`config.mk`:
```
export PLATFORM = sky130hd
export DESIGN_NAME = positional_array_table
export DESIGN_NICKNAME = d
export VERILOG_FILES = /design/src/pat_pkg.sv /design/src/pat_mem.sv /design/src/pat_ctrl.sv /design/src/positional_array_table.sv
export SDC_FILE = /design/constraint.sdc
export NUM_CORES = 1
export LEC_CHECK = 0
export BUFFER_PORTS_ARGS = -buffer_cell sky130_fd_sc_hd__buf_2
export CORE_ASPECT_RATIO = 1.1
export CORE_UTILIZATION = 50
export CTS_CLUSTER_DIAMETER = 100
export DETAILED_ROUTE_END_ITERATION = 10
export HOLD_SLACK_MARGIN = 0.06
export PLACE_DENSITY = 0.69
export SLEW_MARGIN = 30
export SYNTH_ARGS = -nofsm -noshare
export SYNTH_HDL_FRONTEND = slang
export SYNTH_SLANG_ARGS = --single-unit
```
`constraint.sdc`:
```
create_clock -name clk -period 3.9 [get_ports clk]
set_input_delay 0 -clock clk [delete_from_list [all_inputs] [get_ports clk]]
set_output_delay 0 -clock clk [all_outputs]
set_load 0.01 [all_outputs]
```
`src/pat_pkg.sv`:
```
// Shared types, codes and defaults for the positional array table.
package pat_pkg;

  localparam int CAPACITY_DEF    = 16;
  localparam int VALUE_WIDTH_DEF = 32;

  localparam int OP_W     = 2;
  localparam int POS_W    = 5;
  localparam int IO_VAL_W = 32;
  localparam int STATUS_W = 3;
  localparam int COUNT_W  = 5;

  localparam logic [OP_W-1:0] OP_INSERT = 2'd0;
  localparam logic [OP_W-1:0] OP_DELETE = 2'd1;
  localparam logic [OP_W-1:0] OP_SEARCH = 2'd2;
  localparam logic [OP_W-1:0] OP_READ   = 2'd3;

  localparam logic [STATUS_W-1:0] ST_OK       = 3'd0;
  localparam logic [STATUS_W-1:0] ST_UNDER    = 3'd1;
  localparam logic [STATUS_W-1:0] ST_OVER     = 3'd2;
  localparam logic [STATUS_W-1:0] ST_NOTFOUND = 3'd3;
  localparam logic [STATUS_W-1:0] ST_FULL     = 3'd4;

  typedef struct packed {
    logic [STATUS_W-1:0]        status;
    logic [POS_W-1:0]           found_position;
    logic signed [IO_VAL_W-1:0] read_value;
    logic [COUNT_W-1:0]         entry_count;
  } res_t;

endpackage

```
`src/pat_mem.sv`:
```
// Entry store: one write port, one read port with registered read data.
module pat_mem #(
  parameter int DEPTH = 16,
  parameter int WIDTH = 32
) (
  input  logic                     clk,
  input  logic                     we,
  input  logic [$clog2(DEPTH)-1:0] waddr,
  input  logic [WIDTH-1:0]         wdata,
  input  logic                     re,
  input  logic [$clog2(DEPTH)-1:0] raddr,
  output logic [WIDTH-1:0]         rdata
);

  logic [WIDTH-1:0] mem [DEPTH];
  logic [WIDTH-1:0] rdata_r;

  always_ff @(posedge clk) begin
    if (we) begin
      mem[waddr] <= wdata;
    end
  end

  always_ff @(posedge clk) begin
    if (re) begin
      rdata_r <= mem[raddr];
    end
  end

  assign rdata = rdata_r;

endmodule

```
`src/pat_ctrl.sv`:
```
// Sequencer: checks positions, shifts entries through the memory, searches and reads.
module pat_ctrl #(
  parameter int CAPACITY    = pat_pkg::CAPACITY_DEF,
  parameter int VALUE_WIDTH = pat_pkg::VALUE_WIDTH_DEF
) (
  input  logic                                 clk,
  input  logic                                 rst_n,
  input  logic                                 in_valid,
  output logic                                 in_stall,
  input  logic [pat_pkg::OP_W-1:0]             in_operation,
  input  logic [pat_pkg::POS_W-1:0]            in_position,
  input  logic signed [pat_pkg::IO_VAL_W-1:0]  in_value,
  output logic                                 mem_we,
  output logic [$clog2(CAPACITY)-1:0]          mem_waddr,
  output logic [VALUE_WIDTH-1:0]               mem_wdata,
  output logic                                 mem_re,
  output logic [$clog2(CAPACITY)-1:0]          mem_raddr,
  input  logic [VALUE_WIDTH-1:0]               mem_rdata,
  output logic                                 res_valid,
  output pat_pkg::res_t                        res,
  input  logic                                 res_take
);
  import pat_pkg::*;

  localparam int AW    = $clog2(CAPACITY);
  localparam int CW    = $clog2(CAPACITY + 1);
  localparam int CMP_W = ((CW > POS_W) ? CW : POS_W) + 1;

  localparam logic [2:0] S_IDLE   = 3'd0;
  localparam logic [2:0] S_SHIFT  = 3'd1;
  localparam logic [2:0] S_FIN    = 3'd2;
  localparam logic [2:0] S_SEARCH = 3'd3;
  localparam logic [2:0] S_RDWAIT = 3'd4;
  localparam logic [2:0] S_DONE   = 3'd5;

  logic [2:0]             state_r, state_nxt;
  logic [CW-1:0]          cnt_r, cnt_nxt;
  logic [OP_W-1:0]        op_r, op_nxt;
  logic [AW-1:0]          pos_r, pos_nxt;
  logic [VALUE_WIDTH-1:0] val_r, val_nxt;
  logic [AW-1:0]          rd_addr_r, rd_addr_nxt;
  logic                   last_r, last_nxt;
  res_t                   res_r, res_nxt;

  logic [CMP_W-1:0]       pos_c, cnt_c;
  logic [AW-1:0]          pos_m1, cnt_m1, step_addr, end_addr;
  logic signed [63:0]     in_v64, rd_v64;

  always_comb begin
    pos_c     = CMP_W'(in_position);
    cnt_c     = CMP_W'(cnt_r);
    pos_m1    = AW'(pos_c - CMP_W'(1));
    cnt_m1    = AW'(cnt_c - CMP_W'(1));
    in_v64    = 64'(in_value);
    rd_v64    = 64'(signed'(mem_rdata));
    step_addr = (op_r == OP_INSERT) ? (rd_addr_r - AW'(1)) : (rd_addr_r + AW'(1));
    end_addr  = (op_r == OP_INSERT) ? pos_r : cnt_m1;

    state_nxt   = state_r;
    cnt_nxt     = cnt_r;
    op_nxt      = op_r;
    pos_nxt     = pos_r;
    val_nxt     = val_r;
    rd_addr_nxt = rd_addr_r;
    last_nxt    = last_r;
    res_nxt     = res_r;
    mem_we      = 1'b0;
    mem_waddr   = '0;
    mem_wdata   = '0;
    mem_re      = 1'b0;
    mem_raddr   = '0;

    case (state_r)
      S_IDLE: begin
        res_nxt.status         = ST_OK;
        res_nxt.found_position = '0;
        res_nxt.read_value     = '0;
        res_nxt.entry_count    = COUNT_W'(cnt_r);
        if (in_valid) begin
          op_nxt  = in_operation;
          pos_nxt = pos_m1;
          val_nxt = in_v64[VALUE_WIDTH-1:0];
          state_nxt = S_DONE;
          case (in_operation)
            OP_INSERT: begin
              if (pos_c == '0) begin
                res_nxt.status = ST_UNDER;
              end else if (pos_c > cnt_c + CMP_W'(1)) begin
                res_nxt.status = ST_OVER;
              end else if (cnt_c == CMP_W'(CAPACITY)) begin
                res_nxt.status = ST_FULL;
              end else if (pos_c == cnt_c + CMP_W'(1)) begin
                state_nxt = S_FIN;
              end else begin
                // Shift from the top entry down to the insert position.
                mem_re      = 1'b1;
                mem_raddr   = cnt_m1;
                rd_addr_nxt = cnt_m1;
                last_nxt    = (cnt_m1 == pos_m1);
                state_nxt   = S_SHIFT;
              end
            end
            OP_DELETE: begin
              if (pos_c == '0) begin
                res_nxt.status = ST_UNDER;
              end else if (pos_c > cnt_c) begin
                res_nxt.status = ST_OVER;
              end else if (pos_c == cnt_c) begin
                state_nxt = S_FIN;
              end else begin
                // Pull entries above the hole down by one.
                mem_re      = 1'b1;
                mem_raddr   = AW'(pos_c);
                rd_addr_nxt = AW'(pos_c);
                last_nxt    = (AW'(pos_c) == cnt_m1);
                state_nxt   = S_SHIFT;
              end
            end
            OP_SEARCH: begin
              if (cnt_r == '0) begin
                res_nxt.status = ST_NOTFOUND;
              end else begin
                mem_re      = 1'b1;
                mem_raddr   = '0;
                rd_addr_nxt = '0;
                last_nxt    = (cnt_m1 == '0);
                state_nxt   = S_SEARCH;
              end
            end
            OP_READ: begin
              if (pos_c == '0) begin
                res_nxt.status = ST_UNDER;
              end else if (pos_c > cnt_c) begin
                res_nxt.status = ST_OVER;
              end else begin
                mem_re    = 1'b1;
                mem_raddr = pos_m1;
                state_nxt = S_RDWAIT;
              end
            end
            default: begin
              res_nxt.status = ST_OK;
            end
          endcase
        end
      end
      S_SHIFT: begin
        mem_we    = 1'b1;
        mem_waddr = (op_r == OP_INSERT) ? (rd_addr_r + AW'(1)) : (rd_addr_r - AW'(1));
        mem_wdata = mem_rdata;
        if (last_r) begin
          state_nxt = S_FIN;
        end else begin
          mem_re      = 1'b1;
          mem_raddr   = step_addr;
          rd_addr_nxt = step_addr;
          last_nxt    = (step_addr == end_addr);
        end
      end
      S_FIN: begin
        if (op_r == OP_INSERT) begin
          mem_we    = 1'b1;
          mem_waddr = pos_r;
          mem_wdata = val_r;
          cnt_nxt   = cnt_r + CW'(1);
        end else begin
          cnt_nxt   = cnt_r - CW'(1);
        end
        res_nxt.entry_count = COUNT_W'(cnt_nxt);
        state_nxt = S_DONE;
      end
      S_SEARCH: begin
        if (mem_rdata == val_r) begin
          res_nxt.found_position = POS_W'({1'b0, rd_addr_r} + (AW + 1)'(1));
          state_nxt = S_DONE;
        end else if (last_r) begin
          res_nxt.status = ST_NOTFOUND;
          state_nxt = S_DONE;
        end else begin
          mem_re      = 1'b1;
          mem_raddr   = rd_addr_r + AW'(1);
          rd_addr_nxt = rd_addr_r + AW'(1);
          last_nxt    = ((rd_addr_r + AW'(1)) == cnt_m1);
        end
      end
      S_RDWAIT: begin
        res_nxt.read_value = rd_v64[IO_VAL_W-1:0];
        state_nxt = S_DONE;
      end
      S_DONE: begin
        if (res_take) begin
          state_nxt = S_IDLE;
        end
      end
      default: begin
        state_nxt = S_IDLE;
      end
    endcase
  end

  always_ff @(posedge clk) begin
    if (!rst_n) begin
      state_r <= S_IDLE;
      cnt_r   <= '0;
    end else begin
      state_r <= state_nxt;
      cnt_r   <= cnt_nxt;
    end
  end

  always_ff @(posedge clk) begin
    op_r      <= op_nxt;
    pos_r     <= pos_nxt;
    val_r     <= val_nxt;
    rd_addr_r <= rd_addr_nxt;
    last_r    <= last_nxt;
    res_r     <= res_nxt;
  end

  assign in_stall  = (state_r != S_IDLE);
  assign res_valid = (state_r == S_DONE);
  assign res       = res_r;

  a_cnt_bound: assert property (@(posedge clk) disable iff (!rst_n)
    cnt_r <= CW'(CAPACITY))
    else $error("entry count above capacity");

  a_no_rw_clash: assert property (@(posedge clk) disable iff (!rst_n)
    (mem_we && mem_re) |-> (mem_waddr != mem_raddr))
    else $error("read and write hit the same entry");

  a_cnt_only_fin: assert property (@(posedge clk) disable iff (!rst_n)
    (state_r != S_FIN) |=> $stable(cnt_r))
    else $error("entry count changed outside finish");

  a_done_release: assert property (@(posedge clk) disable iff (!rst_n)
    (state_r == S_DONE && res_take) |=> (state_r == S_IDLE))
    else $error("result handed off but sequencer not idle");

endmodule

```
`src/positional_array_table.sv`:
```
// Top level of the positional array table: sequencer, entry store and result register.
// Position errors, full inserts and empty searches go straight to the result; a read waits
// for the registered read data; insert shifts entries from the top down to the position,
// delete pulls the entries above it down, and search scans from the first entry until a
// match or the last entry. Items are taken one at a time through the single read and
// single write port of the entry store. Reset clears the count, the sequencer state and
// out_valid; the store keeps its contents and needs no clearing pass.
module positional_array_table #(
  parameter int CAPACITY    = pat_pkg::CAPACITY_DEF,
  parameter int VALUE_WIDTH = pat_pkg::VALUE_WIDTH_DEF
) (
  input  logic                                clk,
  input  logic                                rst_n,
  input  logic                                in_valid,
  output logic                                in_stall,
  input  logic [pat_pkg::OP_W-1:0]            in_operation,
  input  logic [pat_pkg::POS_W-1:0]           in_position,
  input  logic signed [pat_pkg::IO_VAL_W-1:0] in_value,
  output logic                                out_valid,
  input  logic                                out_stall,
  output logic [pat_pkg::STATUS_W-1:0]        out_status,
  output logic [pat_pkg::POS_W-1:0]           out_found_position,
  output logic signed [pat_pkg::IO_VAL_W-1:0] out_read_value,
  output logic [pat_pkg::COUNT_W-1:0]         out_entry_count
);
  import pat_pkg::*;

  localparam int AW = $clog2(CAPACITY);

  // Store port wires between the sequencer and the memory.
  logic                   mem_we;
  logic [AW-1:0]          mem_waddr;
  logic [VALUE_WIDTH-1:0] mem_wdata;
  logic                   mem_re;
  logic [AW-1:0]          mem_raddr;
  logic [VALUE_WIDTH-1:0] mem_rdata;

  logic res_valid;
  res_t res;
  logic res_take;

  logic out_valid_r, out_valid_nxt;
  res_t out_r;

  pat_ctrl #(
    .CAPACITY    (CAPACITY),
    .VALUE_WIDTH (VALUE_WIDTH)
  ) u_ctrl (
    .clk          (clk),
    .rst_n        (rst_n),
    .in_valid     (in_valid),
    .in_stall     (in_stall),
    .in_operation (in_operation),
    .in_position  (in_position),
    .in_value     (in_value),
    .mem_we       (mem_we),
    .mem_waddr    (mem_waddr),
    .mem_wdata    (mem_wdata),
    .mem_re       (mem_re),
    .mem_raddr    (mem_raddr),
    .mem_rdata    (mem_rdata),
    .res_valid    (res_valid),
    .res          (res),
    .res_take     (res_take)
  );

  pat_mem #(
    .DEPTH (CAPACITY),
    .WIDTH (VALUE_WIDTH)
  ) u_mem (
    .clk   (clk),
    .we    (mem_we),
    .waddr (mem_waddr),
    .wdata (mem_wdata),
    .re    (mem_re),
    .raddr (mem_raddr),
    .rdata (mem_rdata)
  );

  // The output register frees when empty or when its item leaves this cycle.
  assign res_take = !out_valid_r || !out_stall;

  always_comb begin
    out_valid_nxt = out_valid_r;
    if (res_take) begin
      out_valid_nxt = res_valid;
    end
  end

  always_ff @(posedge clk) begin
    if (!rst_n) begin
      out_valid_r <= 1'b0;
    end else begin
      out_valid_r <= out_valid_nxt;
    end
  end

  // Load the result payload only when a new item moves in; hold it while stalled.
  always_ff @(posedge clk) begin
    if (res_take && res_valid) begin
      out_r <= res;
    end
  end

  assign out_valid          = out_valid_r;
  assign out_status         = out_r.status;
  assign out_found_position = out_r.found_position;
  assign out_read_value     = out_r.read_value;
  assign out_entry_count    = out_r.entry_count;

  a_busy_while_out: assert property (@(posedge clk) disable iff (!rst_n)
    (res_valid && !res_take) |=> res_valid)
    else $error("sequencer dropped a result waiting for the output register");

  a_load_sets_valid: assert property (@(posedge clk) disable iff (!rst_n)
    (res_valid && res_take) |=> out_valid_r)
    else $error("result taken but output register not valid");

  a_status_known: assert property (@(posedge clk) disable iff (!rst_n)
    out_valid_r |-> (out_r.status <= ST_FULL))
    else $error("result status out of range");

endmodule
```
## Yosys cells after proc, flatten, opt, wreduce, memory -nomap -nowiden

Memory sizes are Yosys's and may differ from the RTL's. A register that Yosys moved wholly into a read port is not among the register bits.
Index checks and enable logic that the tools add are counted.

- Reductions and logical operators: 23
- Bitwise operators: 0
- Div/mod/pow operators: 0
- Shift-type cells: 0
- Multipliers: 0
- Order comparisons: 2
- Muxes and demuxes: 101
- Eq/ne operators: 34
- Add/sub/neg operators: 8

Operators by type and width:

| operator | number |
|---|---|
| $pmux W32 S2 | 2 |
| $mux W4 | 29 |
| $mux W3 | 19 |
| $pmux W4 S3 | 3 |
| $eq A32 B32 Y1 | 1 |
| $mux W32 | 1 |
| $mux W1 | 29 |
| $ne A3 B3 Y1 const B | 8 |
| $eq A4 B4 Y1 | 4 |
| $pmux W4 S4 | 1 |
| $pmux W8 S2 | 1 |
| $pmux W3 S5 | 1 |
| $reduce_and A14 Y1 | 1 |
| $pmux W3 S4 | 1 |
| $reduce_and A12 Y1 | 1 |
| $sub A4 B1 Y4 const B | 3 |
| $logic_not A5 Y1 | 2 |
| $mux W5 | 2 |
| $pmux W5 S2 | 1 |
| $pmux W1 S3 | 3 |
| $pmux W3 S3 | 1 |
| $mux W2 | 4 |
| $ne A2 B1 Y1 const B | 4 |
| $ne A2 B2 Y1 const B | 4 |
| 32 further kinds | 42 |

- Output and inout bits: 47
- Bits of input ports: 43
- RAM bits: 512
- Memories: 1
- ROM bits: 0
- Register bits after elaboration: 142
- Latch bits: 0
- Logic and storage cells: 185

Memories:

| name | depth | bits a word | rd ports | clocked after memory_dff | write ports | RTL line | text |
|---|---|---|---|---|---|---|---|
| u_mem.mem | 16 | 32 | 1 | 1 | 1 | pat_mem.sv:15 | `logic [WIDTH-1:0] mem [DEPTH];` |

## Logic depth before layout (Yosys ltp)

Gate-level depths: netlist of run 1.

- Depth after elaboration: 9
- Depth in mapped cells: 15
- Depth with buffers taken out: 11

## Modules after synthesis

A second synthesis of run 1 with hierarchy kept.

- Cell total of the unflattened synthesis: 1414
- Area, all modules: 27350.0 um^2

By module, submodules not included:

| module | instances | sequential area each (um^2) | area each (um^2) | cells an instance |
|---|---|---|---|---|
| pat_mem | 1 | 16335.7 | 20174.3 | 838 |
| pat_ctrl | 1 | 2802.7 | 5783.0 | 526 |
| positional_array_table | 1 | 1371.3 | 1392.6 | 50 |

## Worst setup path after synthesis of run 1

Ideal clock, no wire load.

- Path kind: reg2reg
- Start: register u_ctrl.op_r[1]
- End: memory u_mem.mem[7][0], enable pin
- Stages on the path, launching flop included: 10
- Period minus slack after synthesis: 3602 ps
- Setup time: 421 ps
- Path buffers: 1
- Path slack: 298 ps
- Data arrival time: 3181 ps
- Data required time: 3479 ps
- Path through: edfxtp_1 -> nor2_1 -> inv_1 -> clkbuf_1 -> nor2_1 -> a21oi_1 -> xnor2_1 -> a22oi_1 -> nand2_1 -> nor2_1

- Word-level cells in the longest chain between the ends: 5
- Elaborated cells between the ends (all ways): 8
- Classes of those cells: 7 x mux; 1 x reduce/logical

Ends and longest elaborated chain:

| what | RTL line | text |
|---|---|---|
| start, declared | pat_ctrl.sv:38 | `logic [OP_W-1:0] op_r, op_nxt;` |
| start signal, assigned | pat_ctrl.sv:212 | `op_r <= op_nxt;` |
| $logic_not A2 Y1 (*) | pat_ctrl.sv:149, pat_ctrl.sv:161 |  |
| $mux W1 | pat_ctrl.sv:161 | `if (op_r == OP_INSERT) begin` |
| $pmux W1 S2 | pat_ctrl.sv:73 | `case (state_r)` |
| $mux W1 | pat_mem.sv:19 | `if (we) begin` |
| $mux W1 (implied by the code) | pat_mem.sv:20 | `mem[waddr] <= wdata;` |
| end, declared | pat_mem.sv:15 |  |

Every way passes the cells marked *; elsewhere a longest branch is shown, timed or not.

## Final worst setup path of run 1

- Start: register u_ctrl.cnt_r[2]
- End: register u_mem.rdata_r[7], in the netlist u_mem.rdata[7] (read register of u_mem.mem), data pin

- Word-level cells in the longest chain between the ends: 9
- Elaborated cells between the ends (all ways): 33
- Classes of those cells: 2 x add/sub; 2 x order compare; 3 x eq/ne; 25 x mux; 1 x reduce/logical

Ends and longest elaborated chain:

| what | RTL line | text |
|---|---|---|
| start, declared | pat_ctrl.sv:37 | `logic [CW-1:0] cnt_r, cnt_nxt;` |
| start signal, assigned | pat_ctrl.sv:207 | `cnt_r <= cnt_nxt;` |
| parallel branches: the longest is 9 deep, another holds $add A5 B1 Y6 | n/a |  |
| end, declared | pat_mem.sv:16 | `logic [WIDTH-1:0] rdata_r;` |

Several ways; the timed one is not identified.
A chain may end at the register's enable or synchronous reset.

==> metrics, run 1 <==
die width 227 um; post-DP HPWL 37700 um; crit-path max FO 19; maxcap violations 0; DRT Pass-1 Iters 7; layout cell share with drive strength beyond 1 0.250; root buffer selected by CTS clkbuf_16; gr ovfl total 0; worst hold slack 0.102 ns; Synth Register Bits 686; GPL Wtd Cong 0.882; Iter 0 DRT Violations 1785; core area 55000 um2; hold depth 2; Antenna Violating Nets Remaining 0; crit start category flop; CP endpoint kind flop; WS Path Type flop to flop; full die area 56600 um2; Non-Filler Instances 2487; Layout Area Growth over Synthesis 16.6%; Avg Cell Area, Syn 18.6 um2; Num CTS Buffers 69; Routed WL 65600 um; Hold Path Sink u_ctrl.val_r[14]$_DFFE_PP_; Required @ worst endpoint 4.24 ns; final hold vios 0; initial antenna violation count 0; io pins 90; Total Routing Usage GR 0.240; vias 15.2k; worst slew pin tran 0.921 ns; post-synthesis sequential area ratio 0.737; Slew Limit Headroom 0.382; post-route setup TNS 0 ns; max frequency 271 MHz; Netlist cell types 67; peak supply drop 0.330 mV; fin crit period 3.69 ns; Final Slew Violations 0; post-CTS resize count 0; starting density of the core 0.506; r2r setup slk 0.21 ns; Post-route DRC 0; clock latency on the worst-skew pair 0.61 ns; Synth area leaders edfxtp_1, mux4_2, nand3_1; Clock Skew 0.0207 ns; # setup viols final 0; vias per cell 6.13; RSZ-0062 raised after global routing false; clk slew on worst S/H paths 0.06 ns; R2R Path End u_mem.rdata[7]$_DFFE_PP_; fin crit share 0.946; post-route cell area 32400 um2; Main synth FF type edfxtp_1; final worst slack 0.209 ns; pin count of the biggest net entering global routing 43; TritonCTS clock tree built; Async SR Flop Fraction 0; number of synthesized flops with an enable pin 677; Num Clock Sinks 686; pre-CTS WS 0.273 ns; NumNets Final 1768; die span in y 249 um; number of fill cells in the layout 3997; wire per inst 26.4 um; CTS H-Tree Depth 3; outcome completed; synthesized instance count 1498; largest area contributor in the netlist edfxtp_1; Reg2Reg Launch Point u_ctrl.cnt_r[2]$_SDFFE_PN0P_; pwr/cell area 606 nW/um2; Clock Tree Buf Depth 3; Post-Syn Area 27800 um2; placed standard-cell area 29900 um2; vias in the first global route 15.3k; count of input and output buffers 89; post-synth top area share 0.731; Synth warnings 0; global-route wire length before repair 98100 um; # Post-CTS Setup Buffers 0; R2R depth 13; Worst Hold Class input pin to flop; row count 90; Hold Startpoint in_value[14]; net count of the mapped netlist 1568; CP arrival 4.03 ns; ANT cells 0; Leakage 11.0 nW; placed cells 2320
[cell usage after synthesis (2+ instances only)]
master / n
o22ai_1: 3
a311oi_1: 3
buf_8: 2
or3_1: 2
dfxtp_1: 9
nand3_1: 140
nor3_1: 10
nand4_1: 41
edfxtp_1: 677
buf_2: 17
and3_1: 39
o211ai_1: 2
nor2b_1: 8
clkbuf_1: 56
nand2b_1: 2
inv_1: 19
o31ai_1: 2
o311a_1: 2
mux2i_1: 5
o21ai_0: 20
nor2_1: 46
ha_1: 26
a22oi_1: 4
a311o_1: 2
a21o_1: 3
buf_6: 3
nand2_1: 34
a21boi_0: 5
xnor2_1: 61
and2_1: 6
a31oi_1: 5
a211oi_1: 4
mux4_2: 128
nor4_1: 5
a22o_1: 35
buf_12: 11
a21oi_1: 23
clkbuf_2: 2
xor2_1: 8
[worst max-delay path by stage]
stage                     cells after the start  slack [ns]                          from                   endpoint
after floorplan                               9        0.30      u_ctrl.op_r[1]$_DFFE_PP_  u_mem.mem[7][0]$_DFFE_PP_
after global placement                       13        0.30  u_ctrl.cnt_r[2]$_SDFFE_PN0P_   u_mem.rdata[7]$_DFFE_PP_
after detailed placement                     13        0.27  u_ctrl.cnt_r[2]$_SDFFE_PN0P_   u_mem.rdata[7]$_DFFE_PP_
after CTS                                    13        0.25  u_ctrl.cnt_r[2]$_SDFFE_PN0P_   u_mem.rdata[7]$_DFFE_PP_
after global routing                         13        0.04  u_ctrl.cnt_r[2]$_SDFFE_PN0P_  u_mem.rdata[15]$_DFFE_PP_
final                                        13        0.21  u_ctrl.cnt_r[2]$_SDFFE_PN0P_   u_mem.rdata[7]$_DFFE_PP_
[flip-flops by register name, summed over array words and instances, names as in the netlist]
name	flops
out_entry_count	5
out_found_position	5
out_read_value	32
out_status	3
out_valid	1
u_ctrl.cnt_r	5
u_ctrl.last_r	1
u_ctrl.op_r	2
u_ctrl.pos_r	4
u_ctrl.rd_addr_r	4
u_ctrl.res	45
u_ctrl.state_r	3
u_ctrl.val_r	32
u_mem.mem	512
u_mem.rdata	32
[repair_timing]
| action | in CTS | in global routing |
|---|---|---|
| setup endpoints to repair | 0 | 0 |
| hold buffers | 43 | 0 |
| hold endpoints to repair | 65 | 0 |
[final cells by class]
| cell class | count | area [um2] | share of cell area |
|---|---|---|---|
| Timing Repair Buffer | 221 | 1940 | 0.0599 |
| Sequential cell | 686 | 20500 | 0.632 |
| Inverter | 19 | 71.3 | 0.00220 |
| Multi-Input combinational cell | 701 | 6840 | 0.211 |
| Clock buffer | 81 | 1810 | 0.0559 |
| Clock inverter | 43 | 334 | 0.0103 |
| Tap cell | 736 | 921 | 0.0284 |
[report_power, final]
group | internal (mW) | switching (mW) | total [mW]
clock network | 3.61 | 2.73 | 6.34
logic | 1.52 | 2.28 | 3.80
registers | 9.21 | 0.330 | 9.54
[cell families after synthesis]
logic type / count (synthesis) / synth area share
DFF: 686 / 0.737
and+or+nand+nor: 344 / 0.0649
muxes: 133 / 0.105
AOI/OAI and AO/OA: 128 / 0.0344
buffers and inverters: 111 / 0.0239
xor gates and xnor gates: 69 / 0.0217
adders and majority gates: 27 / 0.0124
[critical path: stages, from the launching register on]
cell and delay, ns:
dfxtp_1 0.52, and3_1 0.27, xnor2_1 0.15, ha_1 0.28
a21o_1 0.16, a21oi_1 0.23, o211ai_1 0.22, a221oi_2 0.42
a2bb2oi_4 0.11, buf_12 0.19, buf_12 0.18, mux4_2 0.44
nand3_1 0.10, nand4_1 0.12
[metal layers]
metal / GRT usage / vias up / part of all wire
li1: - / 6499 / -
met1: 0.331 / 7891 / 0.40
met2: 0.385 / 726 / 0.49
met3: 0.0409 / 132 / 0.081
met4: 0.0902 / 0 / 0.031
met5: 0 / - / 0
[cell usage in the layout (no fill, tap or decap), types with 13 or more instances in the layout]
cell / n
buf_4: 57
a21oi_1: 22
xnor2_1: 61
buf_12: 32
buf_2: 89
clkbuf_16: 71
nand3_1: 140
and3_1: 38
nand4_1: 41
edfxtp_1: 677
o21ai_0: 20
clkinv_2: 13
a22o_1: 35
clkinv_1: 18
inv_1: 18
nor2_4: 18
nor2_1: 28
dlygate4sd3_1: 43
mux4_2: 128
nand2_1: 33
ha_1: 26
[through the flow]
step                      power [mW]   util
after floorplan                 12.1      -
after global placement          13.4  0.543
after detailed placement        13.4  0.543
after CTS                       19.8  0.590
after global routing            20.4  0.590
final                           19.7  0.590
(Power assumes the default switching activity.)
==> inputs of run 2 (changes only) <==
--- a/config.mk
+++ b/config.mk
@@ -7,6 +7,7 @@
 export LEC_CHECK = 0
 export BUFFER_PORTS_ARGS = -buffer_cell sky130_fd_sc_hd__buf_2
 export CORE_ASPECT_RATIO = 1.1
+export CORE_MARGIN = 5
 export CORE_UTILIZATION = 50
 export CTS_CLUSTER_DIAMETER = 100
 export DETAILED_ROUTE_END_ITERATION = 10
==> run 2 against run 1 <==
Effect of this change: fmax down 0.87%; clock-buffer cell count up 4; largest power group unchanged; first-iteration DRC count down 14%; non-clock buffer count up 1; critical endpoint is now u_mem.rdata[26]$_DFFE_PP_; routed wire length up 2.2%.
==> metrics, run 2 (synthesis gave the netlist of run 1 again) <==
max FFs per register 512 (unchanged); Final Slew Violations 0 (unchanged); CTS Hold Bufs 43 (unchanged); Layout Area Growth over Synthesis 16.7% (about the same); Antenna Violating Nets Remaining 0 (unchanged); Seq pwr share 0.480 (-0.005); CTS H-Tree Depth 3 (unchanged); Hold Startpoint in_value[12]; DRT Pass-1 Iters 6 (-1); Clock Tree Buf Depth 3 (unchanged); layout cell share with drive strength beyond 1 0.251 (+0.00129); Non-Filler Instances 2483 (-0.16%); max frequency 269 MHz (-0.87%); Leakage 11.0 nW (about the same); NumNets Final 1767 (-0.057%); Clock Skew 0.0227 ns (+0.00198 ns); # setup viols final 0 (unchanged); pwr/cell area 613 nW/um2 (+1.0%); hold depth 2 (unchanged); worst hold slack 0.117 ns (+0.0147 ns); root buffer selected by CTS clkbuf_16; GPL Wtd Cong 0.869 (-1.5%); number of fill cells in the layout 4009 (+0.30%); final core occ 0.591 (about the same); pin count of the biggest net entering global routing 46 (+7.0%); most frequent cells in the layout edfxtp_1, nand3_1, mux4_2; clock network power share 0.325 (+0.003); post-DP HPWL 39200 um (+4.0%); gr ovfl total 0 (unchanged); switching part of the total 0.268 (-0.00309); post-CTS resize count 0 (unchanged); global-route wire length before repair 99900 um (+1.8%); Worst Hold Class input pin to flop; initial antenna violation count 1 (+1); row count 90 (unchanged); fin crit share 0.955 (+0.00831); io pins 90 (unchanged); wire per inst 27.0 um (+2.3%); internal power 14.6 mW (+1.5%); outcome completed; maxcap violations 0 (unchanged); fin crit period 3.72 ns (+0.0324 ns); Post-route DRC 0 (unchanged); worst path cell trace and3_1, xnor2_1, ha_1, a21o_1, a21oi_1, o211ai_1, a221oi_2, a2bb2oi_4, buf_12, buf_12, mux4_2, nand3_1, nand4_1; r2r setup slk 0.18 ns (-0.03 ns); WS Path Type flop to flop; most frequent CP cell buf_12; vias per cell 6.20 (+1.1%); Logic pwr share 0.195 (+0.002); Num CTS Buffers 67 (-2.9%); Iter 0 DRT Violations 1531 (-14%); post-route setup TNS 0 ns (unchanged); TritonCTS clock tree built; slowest CP cell dfxtp_1; Routed WL 67100 um (+2.2%); Required @ worst endpoint 4.23 ns (about the same); starting density of the core 0.506 (unchanged); die width 235 um (+3.5%); # Post-CTS Setup Buffers 0 (unchanged); peak supply drop 0.382 mV (+16%); R2R Path End u_mem.rdata[26]$_DFFE_PP_; Hold Path Sink u_ctrl.val_r[12]$_DFFE_PP_; crit-path max FO 17 (-2); CP max stage delay 0.52 ns (about the same); crit start category flop; worst slew pin tran 0.766 ns (-0.155 ns); count of input and output buffers 89 (unchanged); commonest non-fill, non-tap cell in the layout edfxtp_1; final hold vios 0 (unchanged); crit path launch u_ctrl.cnt_r[2]$_SDFFE_PN0P_; die span in y 257 um (+3.2%); core area 55000 um2 (unchanged); vias 15.4k (+0.93%); Reg2Reg Launch Point u_ctrl.cnt_r[2]$_SDFFE_PN0P_; Switching Power 5.33 mW (about the same); RSZ-0062 raised after global routing false; placed cells 2321 (+0.043%); clock latency on the worst-skew pair 0.60 ns (about the same); full die area 60500 um2 (+6.8%); Num Clock Sinks 686 (unchanged); R2R depth 13 (unchanged); CP endpoint kind flop; CP arrival 4.05 ns (+0.02 ns); Total Routing Usage GR 0.219 (-0.0210); clk slew on worst S/H paths 0.07 ns (about the same); Slew Limit Headroom 0.485 (+0.104); vias in the first global route 15.6k (+1.8%); Reg with most FFs u_mem.mem
run 2: cell count changes in the layout (fill, tap and decap cells not counted), sizes merged:
cell / change
clkinvlp: +1
inv: -2
buf: +1
bufinv: +3
clkinv: -12
diode: +1
clkbuf: +4
run 2: power groups by stage:
stage                     logic (mW)  registers (mW)  clock network, mW
after CTS                       3.89            9.53               6.57
after floorplan                 2.53            9.54                  0
final                           3.89            9.54               6.47
after global placement          3.75            9.65                  0
after global routing            4.17            9.59               6.90
after detailed placement        3.83            9.68                  0
run 2: cell type report:
type,instances,area [um2],share of cell area
diodes,1,2.50,0.0000771
inverters,19,71.3,0.00220
clock buffers,85,1820,0.0560
well taps,736,921,0.0284
multi-input cells,701,6840,0.211
repair buffers,222,1910,0.0590
flip-flops and latches,686,20500,0.632
clock inverters,33,379,0.0117
run 2: routing by layer:
| metal | part of all wire | track usage |
|---|---|---|
| met1 | 0.38 | 0.295 |
| met4 | 0.036 | 0.0819 |
| met5 | 0 | 0 |
| met2 | 0.49 | 0.367 |
| met3 | 0.085 | 0.0343 |
run 2: worst max-delay path by stage:
stage	slack [ns]	to	depth (start not counted)
floorplan	0.30	u_mem.mem[7][0]$_DFFE_PP_	9
global route	0.08	u_mem.rdata[11]$_DFFE_PP_	12
global placement	0.29	u_mem.rdata[26]$_DFFE_PP_	13
detailed placement	0.25	u_mem.rdata[16]$_DFFE_PP_	12
finish	0.18	u_mem.rdata[26]$_DFFE_PP_	13
CTS	0.20	u_mem.rdata[26]$_DFFE_PP_	12
run 2: metrics by stage:
| step | area, um2 | setup slack (ns) | power, mW |
|---|---|---|---|
| final | 32500 | 0.177 | 19.9 |
| after global placement | 29800 | 0.294 | 13.4 |
| after CTS | 32500 | 0.202 | 20.0 |
| after detailed placement | 29800 | 0.252 | 13.5 |
| after global routing | 32500 | 0.0814 | 20.7 |
| after floorplan | 27800 | 0.298 | 12.1 |
run 2: critical path: cells and delay by family, from the launching register on:
kind                     cells  cell delay (ns)
multiplexers                 1             0.43
AO/OA/AOI/OAI                5             1.17
flip-flops                   1             0.52
adder cells (fa/ha/maj)      1             0.28
XOR/XNOR                     1             0.14
buffers and inverters        2             0.37
AND/OR/NAND/NOR              3             0.51
